**config.mk**
```make
export PLATFORM = sky130hd
export DESIGN_NAME = sarp_div
export DESIGN_NICKNAME = d
export VERILOG_FILES = /design/src/rtl/sarp_div.sv
export SDC_FILE = /design/constraint.sdc
export NUM_CORES = 2
export LEC_CHECK = 0
export BUFFER_PORTS_ARGS = -buffer_cell sky130_fd_sc_hd__buf_2
export CAP_MARGIN = 20
export CORE_ASPECT_RATIO = 0.7
export CORE_MARGIN = 3
export CORE_UTILIZATION = 60
export DETAILED_ROUTE_END_ITERATION = 8
export GPL_ROUTABILITY_DRIVEN = 0
export PLACE_DENSITY = 0.83
export SYNTH_ARGS = -nofsm -noshare
export SYNTH_HDL_FRONTEND = slang
export SYNTH_SLANG_ARGS = --single-unit
```
**constraint.sdc**
```tcl
create_clock -name clk -period 15 [get_ports clk]
set_input_delay 3 -clock clk [delete_from_list [all_inputs] [get_ports clk]]
set_output_delay 3 -clock clk [all_outputs]
set_load 0.01 [all_outputs]
```
**src/rtl/sarp_div.sv**
```systemverilog
`timescale 1ns / 1ps
// ----------------------------------------------------------------------------
// sarp_div
// pipelined unsigned restoring divider, up to StepsPerStage quotient bits per stage
// ----------------------------------------------------------------------------
module sarp_div #(
	parameter int NumW = 32,
	parameter int DenW = 32,
	parameter int StepsPerStage = 4,
	parameter int SideW = 1
) (
	input  logic             clk,
	input  logic             arst_n,
	input  logic             in_vld,
	input  logic [NumW-1:0]  num,
	input  logic [DenW-1:0]  den,
	input  logic [SideW-1:0] side_in,
	output logic             out_vld,
	output logic [NumW-1:0]  quo,
	output logic [SideW-1:0] side_out
);
	localparam int NStg = (NumW + StepsPerStage - 1) / StepsPerStage;
	localparam int RemW = DenW + 1;

	logic [NumW-1:0]  num_q  [NStg+1];
	logic [DenW-1:0]  den_q  [NStg+1];
	logic [RemW-1:0]  rem_q  [NStg+1];
	logic [SideW-1:0] side_q [NStg+1];
	logic             vld_q  [NStg+1];

	assign num_q[0]  = num;
	assign den_q[0]  = den;
	assign rem_q[0]  = '0;
	assign side_q[0] = side_in;
	assign vld_q[0]  = in_vld;

	// numerator register shifts quotient bits in from the bottom
	for (genvar g = 0; g < NStg; g++) begin : g_stg
		logic [NumW-1:0] num_c;
		logic [RemW-1:0] rem_c;
		logic            qb;
		always_comb begin
			num_c = num_q[g];
			rem_c = rem_q[g];
			qb    = 1'b0;
			for (int k = 0; k < StepsPerStage; k++) begin
				if (g * StepsPerStage + k < NumW) begin
					rem_c = {rem_c[RemW-2:0], num_c[NumW-1]};
					qb    = (rem_c >= RemW'(den_q[g]));
					if (qb) rem_c = rem_c - RemW'(den_q[g]);
					num_c = {num_c[NumW-2:0], qb};
				end
			end
		end
		always_ff @(posedge clk or negedge arst_n) begin
			if (!arst_n) vld_q[g+1] <= 1'b0;
			else vld_q[g+1] <= vld_q[g];
		end
		always_ff @(posedge clk) begin
			num_q[g+1]  <= num_c;
			den_q[g+1]  <= den_q[g];
			rem_q[g+1]  <= rem_c;
			side_q[g+1] <= side_q[g];
		end
	end

	assign out_vld  = vld_q[NStg];
	assign quo      = num_q[NStg];
	assign side_out = side_q[NStg];
endmodule
```
==> out/summary.txt <==
status = finished, final reports clean
Total GRT Usage = 35.3%
P&R area growth vs syn = 6.78%
largest net degree at the start of global routing = 56
worst hold path type = reg2reg
final wirelength = 237000 µm
DRT Pass-1 Iters = 9
Boundary Pins = 102
# setup viols final = 0
DR iter-0 viols = 9660
Std-Cell Rows = 106
pre-CTS setup slack = 0.179 ns
Period Utilization, post-route = 97.5%
Max VDD drop = 0.381 mV
fmax = 0.0684 GHz
initial antenna violation count = 6
Multi-input gate area = 0.0555 mm²
total CTS buffers = 75
Syn Nets = 10100
Residual DRC = 0
post-synthesis mux area share = 8.08%
Die H = 298 µm
Die ar. = 0.126 mm²
fraction of registers with async set/reset = 1.11%
layout cells sized above 1 = 9.90%
Post-Synthesis Cells = 9051
number of global-route vias before repair = 65400
leading cell type in the layout, fill and taps excluded = ha_1
largest area contributor in the netlist = dfxtp_1
Avg Inst Size Synth = 8.07 µm²
required time of the critical path = 15.50 ns
synth warn = 0
Root Driver = clkbuf_16
Via density = 6.65
Adder-Cell Fraction of Synth Area = 17.8%
CTS Sinks = 720
Crit path largest cell delay = 0.50 ns
Yosys cell types = 100
CP max-delay cell = dfxtp_1
most frequent cells in the layout = ha_1 (994), a21oi_1 (887), dfxtp_1 (711)
CP endpoint kind = register
Setup Skew = 0.0519 ns
Yosys reg bits = 720
Max Fanout on Critical Path = 22
largest family of logic cells by synthesized area = compound AO/OA/AOI/OAI gates
number of I/O port buffers = 101
WP data arrival = 15.12 ns
placed cell area = 0.0752 mm²
Hold Vio Cnt, Final = 0
Initial Utilization = 60.8%
worst slew pin tran = 1.12 ns
crit path kind = reg2reg
simple-gate share of the synthesized area = 15.0%
Core ar. = 0.120 mm²
Power per Cell Area = 142 mW/mm²
Final Cell Area = 0.0780 mm²
grt ovf = 0
final net count = 10200
Pleak = 37.5 nW
Clock Latency Late Sink = 0.72 ns
type of origin of the critical path = register
Top FF cell, synth = dfxtp_1
via count = 71600
most used cell, CP = o21ai_0
DPL Wire Length = 191000 µm
ranking of synthesized cells by area = dfxtp_1 (20%), ha_1 (17%), mux2_2 (7.0%)
Sequential cell area = 0.0145 mm²
register area share after synthesis = 19.8%
Slew Limit Fails = 0
Post-Syn Area = 0.0731 mm²
Routed WL per cell = 22.0 µm
clk slew on worst S/H paths = 0.07 ns
Synth Area in XOR/XNOR = 9.48%
setup ws final = 0.376 ns
area fraction in compound gates after synthesis = 25.2%
Relative slew margins = 24.4%
Die W = 423 µm
Clock Path Buffers = 3
Fill cells = 9938
Post-synth EDFFs = 0
post-layout min period = 14.62 ns
fin util = 64.9%
CTS tree = built
global-route wire length before repair = 362000 µm
ANT nets after route = 0
Clock H-tree levels = 3
# Max-Cap Violations = 0
post-synth top area share = 19.5%
==> state kept, by name, indices dropped and copies added (netlist names) <==
register     cells
den_q          224
g_stg.num_c    196
num_q           28
out_vld          1
quo             32
rem_q          224
side_out         1
side_q           7
vld_q            7
==> cell usage after synthesis (all sizes together) (144+ instances only) <==
cell type	instances
ha	994
a21oi	891
dfxtp	712
nand2	642
inv	620
o21ai	566
nor2	551
xnor2	529
mux2	481
a21o	401
xor2	262
nand3	179
nor3	164
nand4	154
clkbuf	150
o21bai	144
==> where the power goes <==
| group | internal, W | switching (W) |
|---|---|---|
| Combinational | 0.00286 | 0.00402 |
| Clock | 0.00114 | 0.000894 |
| Sequential | 0.00204 | 0.000103 |
| Total | 0.00605 | 0.00502 |
==> path summary, 6_finish.rpt <==
kind                                            start                          to  slack, ns  cells after the start
min                        g_stg[4].num_c[20]$_DFF_P_  g_stg[5].num_c[24]$_DFF_P_       0.31                      0
min in group asynchronous                      arst_n          vld_q[7]$_DFF_PN0_       2.16                      1
max                                 den_q[65]$_DFF_P_           rem_q[44]$_DFF_P_       0.38                     51
min reg2reg                g_stg[4].num_c[20]$_DFF_P_  g_stg[5].num_c[24]$_DFF_P_       0.31                      0
max in group asynchronous                      arst_n          vld_q[2]$_DFF_PN0_      12.66                      1
max reg2reg                         den_q[65]$_DFF_P_           rem_q[44]$_DFF_P_       0.38                     51
==> logic make-up after synthesis <==
kind of cell,Yosys count
adder cells (fa/ha/maj),1024
AO/OA/AOI/OAI,2871
multiplexers,528
AND/OR/NAND/NOR,2273
buffers and inverters,844
flip-flops,720
XOR/XNOR,791
==> through the flow <==
step	power, W	hold WS, ns	std cells	setup TNS, ns
final	0.0111	0.310	10800	0
after global routing	0.0118	0.311	10800	-2.45
after CTS	0.0109	0.304	10800	0
after detailed placement	0.00877	0.312	10600	0
after global placement	0.00852	0.310	10600	0
after floorplan	0.00724	0.310	9051	0
==> repair_timing <==
action | CTS | global route
setup buffers | 0 | 1
gates resized for setup | 0 | 48
hold buffers | 0 | 0
endpoints found under the setup margin | 0 | 195
==> critical path, delay by kind of cell, from the launching register on <==
family,cells,cell delay (ns)
flip-flops,1,0.50
multiplexers,1,0.35
adder cells (fa/ha/maj),4,1.38
AO/OA/AOI/OAI,32,9.52
buffers and inverters,4,0.91
AND/OR/NAND/NOR,10,1.69
==> layer usage <==
metal | share of wire (%) | up-vias | wire length [µm] | global-route usage, %
met5 | 0.055 | - | 130 | 0
li1 | - | 33200 | - | -
met3 | 15 | 672 | 36200 | 12.8
met4 | 4.1 | 6 | 9780 | 13.1
met1 | 42 | 33100 | 98800 | 49.2
met2 | 39 | 4653 | 92100 | 49.2
==> area by class of cell <==
cell class | count | area share [%]
multi-input combinational | 7488 | 71.1
sequential | 720 | 18.5
inverter | 621 | 3.00
clock buffer | 92 | 2.66
tap | 1620 | 2.60
timing repair buffer | 175 | 1.39
clock inverter | 47 | 0.726
antenna | 8 | 0.0257
Power figures use the tool's default switching activity.
