`src/rtl/sarp_pkg.sv`:
```
`timescale 1ns / 1ps
// ----------------------------------------------------------------------------
// sarp_pkg
// shared types, widths and register indexes for the rolloff/pan pipeline
// ----------------------------------------------------------------------------
package sarp_pkg;

	localparam int PosW   = 24;
	localparam int FadeW  = 23;
	localparam int RightW = 16;
	localparam int DiffW  = 25;
	localparam int SqW    = 50;
	localparam int D2W    = 52;
	localparam int SW     = 32;
	localparam int DotW   = 42;
	localparam int R2W    = 48;
	localparam int CfgAw  = 3;
	localparam int CfgDw  = 24;
	localparam int GainW  = 17;
	localparam int PanQW  = 49;
	localparam int DefLatency = 3;
	localparam int DefSteps   = 4;

	localparam logic [CfgAw-1:0] REG_LISTENER_X = 3'd0;
	localparam logic [CfgAw-1:0] REG_LISTENER_Y = 3'd1;
	localparam logic [CfgAw-1:0] REG_LISTENER_Z = 3'd2;
	localparam logic [CfgAw-1:0] REG_RIGHT_X    = 3'd3;
	localparam logic [CfgAw-1:0] REG_RIGHT_Y    = 3'd4;
	localparam logic [CfgAw-1:0] REG_RIGHT_Z    = 3'd5;

	typedef struct packed {
		logic signed [PosW-1:0] src_x;
		logic signed [PosW-1:0] src_y;
		logic signed [PosW-1:0] src_z;
		logic [FadeW-1:0]       fade_distance;
	} in_word_t;

	typedef struct packed {
		logic [15:0]        gain;
		logic signed [15:0] pan;
	} out_word_t;

	typedef struct packed {
		logic signed [PosW-1:0]   lx;
		logic signed [PosW-1:0]   ly;
		logic signed [PosW-1:0]   lz;
		logic signed [RightW-1:0] rx;
		logic signed [RightW-1:0] ry;
		logic signed [RightW-1:0] rz;
	} cfg_t;

	// decision from front end: which gain region, zero distance, pan sign
	typedef struct packed {
		logic zero;
		logic near;
		logic far;
		logic neg;
	} cls_t;

endpackage

```
`src/rtl/sarp_isqrt.sv`:
```
`timescale 1ns / 1ps
// ----------------------------------------------------------------------------
// sarp_isqrt
// pipelined restoring square root, up to StepsPerStage result bits per stage
// ----------------------------------------------------------------------------
module sarp_isqrt #(
	parameter int StepsPerStage = 4,
	parameter int SideW = 1
) (
	input  logic                      clk,
	input  logic                      arst_n,
	input  logic                      in_vld,
	input  logic [2*sarp_pkg::SW-1:0] radicand,
	input  logic [SideW-1:0]          side_in,
	output logic                      out_vld,
	output logic [sarp_pkg::SW-1:0]   root,
	output logic [SideW-1:0]          side_out
);
	import sarp_pkg::*;

	localparam int NStg = (SW + StepsPerStage - 1) / StepsPerStage;
	localparam int RemW = SW + 2;

	logic [2*SW-1:0] rad_q  [NStg+1];
	logic [RemW-1:0] rem_q  [NStg+1];
	logic [SW-1:0]   res_q  [NStg+1];
	logic [SideW-1:0] side_q [NStg+1];
	logic            vld_q  [NStg+1];

	assign rad_q[0]  = radicand;
	assign rem_q[0]  = '0;
	assign res_q[0]  = '0;
	assign side_q[0] = side_in;
	assign vld_q[0]  = in_vld;

	for (genvar g = 0; g < NStg; g++) begin : g_stg
		logic [2*SW-1:0] rad_c;
		logic [RemW-1:0] rem_c;
		logic [SW-1:0]   res_c;
		logic [RemW-1:0] trial;
		always_comb begin
			rad_c = rad_q[g];
			rem_c = rem_q[g];
			res_c = res_q[g];
			trial = '0;
			for (int k = 0; k < StepsPerStage; k++) begin
				if (g * StepsPerStage + k < SW) begin
					rem_c = {rem_c[RemW-3:0], rad_c[2*SW-1 -: 2]};
					rad_c = {rad_c[2*SW-3:0], 2'b00};
					trial = {res_c, 2'b01};
					if (rem_c >= trial) begin
						rem_c = rem_c - trial;
						res_c = {res_c[SW-2:0], 1'b1};
					end else begin
						res_c = {res_c[SW-2:0], 1'b0};
					end
				end
			end
		end
		always_ff @(posedge clk or negedge arst_n) begin
			if (!arst_n) vld_q[g+1] <= 1'b0;
			else vld_q[g+1] <= vld_q[g];
		end
		always_ff @(posedge clk) begin
			rad_q[g+1]  <= rad_c;
			rem_q[g+1]  <= rem_c;
			res_q[g+1]  <= res_c;
			side_q[g+1] <= side_q[g];
		end
	end

	assign out_vld  = vld_q[NStg];
	assign root     = res_q[NStg];
	assign side_out = side_q[NStg];
endmodule

```
`config.mk`:
```
export PLATFORM = sky130hd
export DESIGN_NAME = sarp_isqrt
export DESIGN_NICKNAME = d
export VERILOG_FILES = /design/src/rtl/sarp_pkg.sv /design/src/rtl/sarp_isqrt.sv
export SDC_FILE = /design/constraint.sdc
export NUM_CORES = 2
export LEC_CHECK = 0
export BUFFER_PORTS_ARGS = -buffer_cell sky130_fd_sc_hd__buf_2
export CAP_MARGIN = 20
export CORE_ASPECT_RATIO = 1.1
export CORE_MARGIN = 8
export CORE_UTILIZATION = 50
export DETAILED_ROUTE_END_ITERATION = 8
export GPL_ROUTABILITY_DRIVEN = 0
export HOLD_SLACK_MARGIN = 0.03
export PLACE_DENSITY = 0.66
export RECOVER_POWER = 100
export SYNTH_ARGS = -nofsm -noshare
export SYNTH_HDL_FRONTEND = slang
export SYNTH_SLANG_ARGS = --single-unit
export TNS_END_PERCENT = 5
```
`constraint.sdc`:
```
create_clock -name clk -period 24.1 [get_ports clk]
set_input_delay 2.41 -clock clk [delete_from_list [all_inputs] [get_ports clk]]
set_output_delay 2.41 -clock clk [all_outputs]
set_load 0.05 [all_outputs]
```
==> impl_metrics.csv <==
group,metric,value,unit
critical_path,cp-end-kind,"flop",
yosys,syn_inst,7364,
clocking,cts-htree-levels,3,
yosys,ys_warn_count,0,
timing,rsz0062_at_grt,"no",
drt,routed_wl,170100,um
global_route,grt_overflow_total,0,
timing,slew_headroom,-66.23,%
timing,holdWs,0.3202,ns
die,row_count,129,
yosys,yosys-top-cells-area,"dfxtp_1 (21%), ha_1 (13%), xnor2_1 (7.3%)",
critical_path,critPathKind,"flop to flop",
clocking,clk_path_buf_depth,3,
critical_path,arrival,18.87,ns
final_layout,nets,7967,
critical_path,slowest_stage,"clkbuf_1",
timing,worstMarginPinSlew,2.431,ns
run_status,status,"complete, but fails checks",
global_route,grt_pass1_wl,267000,um
final_layout,post-route-util,53.49,%
yosys,ys.flop_type,"dfxtp_1",
yosys,syn_avg_cell_area,7.623,um2
global_route,grt_pass1_vias,50528,
hold_path,holdPathStages,0,
place,io_buffers,101,
clocking,cts_num_sinks,608,
final_layout,antenna_cells,0,
critical_path,slowest_delay,1.45,ns
yosys,synth-async-reset-ratio,1.316,%
timing,hold_viol,0,
timing,final-max-slew-violation-count,456,
run_status,violations,"capacitance limit, slew limit",
drt,drc_errors,0,
die,core,111900,um2
final_layout,layout.cells.non_filler,8896,
hold_path,hp-class,"flop to flop",
power,power.density,104.9,nW/um2
yosys,ys_ff_latch,608,
die,num_io_pins,102,
yosys,synth.distinct_cells,108,
timing,fin_tns_setup,0,ns
yosys,ys_seq_area_share,21.75,%
die,dieWidth,335.5,um
critical_path,cp-start-kind,"flop",
drt,wire_per_inst,19.12,um
critical_path,cp_max_fo,45,
clocking,insertion_delay,0.66,ns
global_route,grt_start_max_net_pins,52,
clocking,cts-hold-fix-buffers,0,
timing,skew,0.03492,ns
yosys,synth-edff-count,0,
drt,dr.first_iter.drc_count,4151,
drt,drt-pass1-iter-count,7,
yosys,synth_largest_area_cell,"dfxtp_1",
critical_path,cp.required,24.64,ns
final_layout,area_delta_synth_final,6.582,%
power,leakage,0.02727,uW
place,dpl.hpwl,137500,um
drt,vias_per_cell,6.050,
power,peakVddDrop,0.08109,mV
critical_path,reg2reg_depth,44,
timing,max_freq,54.58,MHz
place,dp.cells,8773,
job,drv_cap,12,
final_layout,fill_cells,10937,
yosys,synth_area,56130,um2
clocking,cts_buffers,68,
clocking,clk_pin_slew,0.06,ns
timing,finalSetupViolations,0,
drt,ant_nets,0,
die,die-area,123300,um2
global_route,track_usage,26.22,%
die,die-height,367.4,um
timing,period_share,76.03,%
clocking,ctsResizeCount,0,
yosys,synth_top_area_share,21.40,%
drt,vias,53819,
clocking,cts_tree,"done",
timing,period_minus_slack,18.32,ns
die,initial_core_util,50.19,%
clocking,post_cts_buffers,0,
final_layout,drive_gt1_share,4.926,%
clocking,clock-root-buffer,"clkbuf_16",
global_route,antenna_found_initial,2,
power,power,6276,uW
-- area by class of cell --
cell class | instances | area, um2 | area share (%)
Tap cell | 1506 | 1884 | 3.150
Sequential cell | 608 | 12210 | 20.41
Timing Repair Buffer | 127 | 589.3 | 0.9850
Clock inverter | 39 | 395.4 | 0.6609
Multi-Input combinational cell | 6165 | 41530 | 69.41
Clock buffer | 83 | 1838 | 3.072
Inverter | 368 | 1381 | 2.309
-- Yosys cell counts (22+ instances only) --
| master | number |
|---|---|
| a21oi_1 | 689 |
| nor2_1 | 660 |
| nand2_1 | 629 |
| dfxtp_1 | 600 |
| ha_1 | 561 |
| xnor2_1 | 468 |
| o21ai_0 | 418 |
| inv_1 | 358 |
| a21o_1 | 308 |
| xor2_1 | 251 |
| nor3_1 | 216 |
| nand3_1 | 186 |
| clkbuf_1 | 169 |
| nand4_1 | 145 |
| nand2b_1 | 116 |
| o21bai_1 | 92 |
| nor2b_1 | 91 |
| nor4_1 | 90 |
| mux2_2 | 84 |
| a31oi_1 | 78 |
| o21a_1 | 76 |
| o31ai_1 | 75 |
| or3_1 | 68 |
| a211oi_1 | 59 |
| and2_1 | 54 |
| and3_1 | 53 |
| o211ai_1 | 52 |
| or2_2 | 52 |
| or4_1 | 35 |
| mux2i_1 | 34 |
| and4_1 | 28 |
| buf_2 | 27 |
| buf_1 | 26 |
| nand3b_1 | 26 |
| o31a_1 | 25 |
| a21boi_0 | 24 |
| a211o_1 | 22 |
-- per-layer routing --
layer | routed length [um] | global-route usage (%)
met4 | 8783 | 13.03
met5 | 0 | 0
met2 | 80880 | 45.53
met3 | 8460 | 2.656
met1 | 71990 | 32.10
-- worst paths after layout --
| path | endpoint | slack, ns | startpoint |
|---|---|---|---|
| setup / recovery | rem_q[56] | 5.78 | res_q[84] |
| hold / removal | g_stg[3].rad_c[52] | 0.32 | g_stg[2].rad_c[44] |
| setup reg to reg | rem_q[56] | 5.78 | res_q[84] |
| hold reg to reg | g_stg[3].rad_c[52] | 0.32 | g_stg[2].rad_c[44] |
| max in group asynchronous | vld_q[7] | 22.14 | arst_n |
| min in group asynchronous | out_vld | 1.67 | arst_n |
-- power breakdown --
| part | switching [uW] | total (uW) | internal (uW) | leakage, uW |
|---|---|---|---|---|
| clock network | 438 | 1030 | 595 | 0.00110 |
| logic | 2390 | 3860 | 1480 | 0.0211 |
| registers | 187 | 1380 | 1190 | 0.00511 |
| total | 3010 | 6280 | 3270 | 0.0273 |
-- kinds of logic (layout without fill, tap and decap cells) --
logic type               Yosys count  after routing  synth area share (%)
buffers and inverters            594            617                 4.072
AND/OR/NAND/NOR                 2562           2562                 22.76
multiplexers                     124            124                 2.452
flip-flops                       608            608                 21.75
adder cells (fa/ha/maj)          561            561                 12.50
XOR/XNOR                         719            719                 11.22
other                              1              4              0.006680
AO/OA/AOI/OAI                   2195           2195                 25.23
-- state kept, by name (all words and copies together), names as in the netlist, 7 cells and up --
| register | flops |
|---|---|
| g_stg.rad_c | 168 |
| rad_q | 56 |
| root | 32 |
| side_q | 7 |
| res_q | 112 |
| rem_q | 224 |
| vld_q | 7 |
-- worst max-delay path: cells and delay by family, from the launching register on --
family                   cells  cell delay [ns]
AO/OA/AOI/OAI               16             4.26
adder cells (fa/ha/maj)      4             1.80
buffers and inverters        7             5.77
flip-flops                   1             0.47
multiplexers                 2             0.91
AND/OR/NAND/NOR             15             4.89
-- through the flow --
stage | cell area, um2 | worst slack, ns
detailed placement | 57860 | 8.829
global placement | 57860 | 9.240
CTS | 60090 | 8.764
finish | 59830 | 5.778
global route | 59830 | 4.284
floorplan | 56150 | 11.44
-- cells in the final DEF (no fill, tap or decap), types with 22 or more instances in the layout --
master / count
a21oi_1: 690
nor2_1: 660
nand2_1: 630
dfxtp_1: 600
ha_1: 561
xnor2_1: 468
o21ai_0: 423
inv_1: 363
a21o_1: 308
xor2_1: 251
nor3_1: 218
nand3_1: 187
nand4_1: 145
nand2b_1: 116
nor4_1: 94
o21bai_1: 92
nor2b_1: 91
a31oi_1: 78
o21a_1: 76
o31ai_1: 75
mux2_2: 74
or3_1: 68
clkbuf_16: 68
clkbuf_1: 64
buf_2: 60
a211oi_1: 58
and3_1: 53
o211ai_1: 52
or2_2: 51
and2_1: 50
or4_1: 36
mux2i_1: 34
and4_1: 28
nand3b_1: 27
a21boi_0: 25
o31a_1: 25
a211o_1: 22
Note: power is estimated with default switching activity, not from simulation.
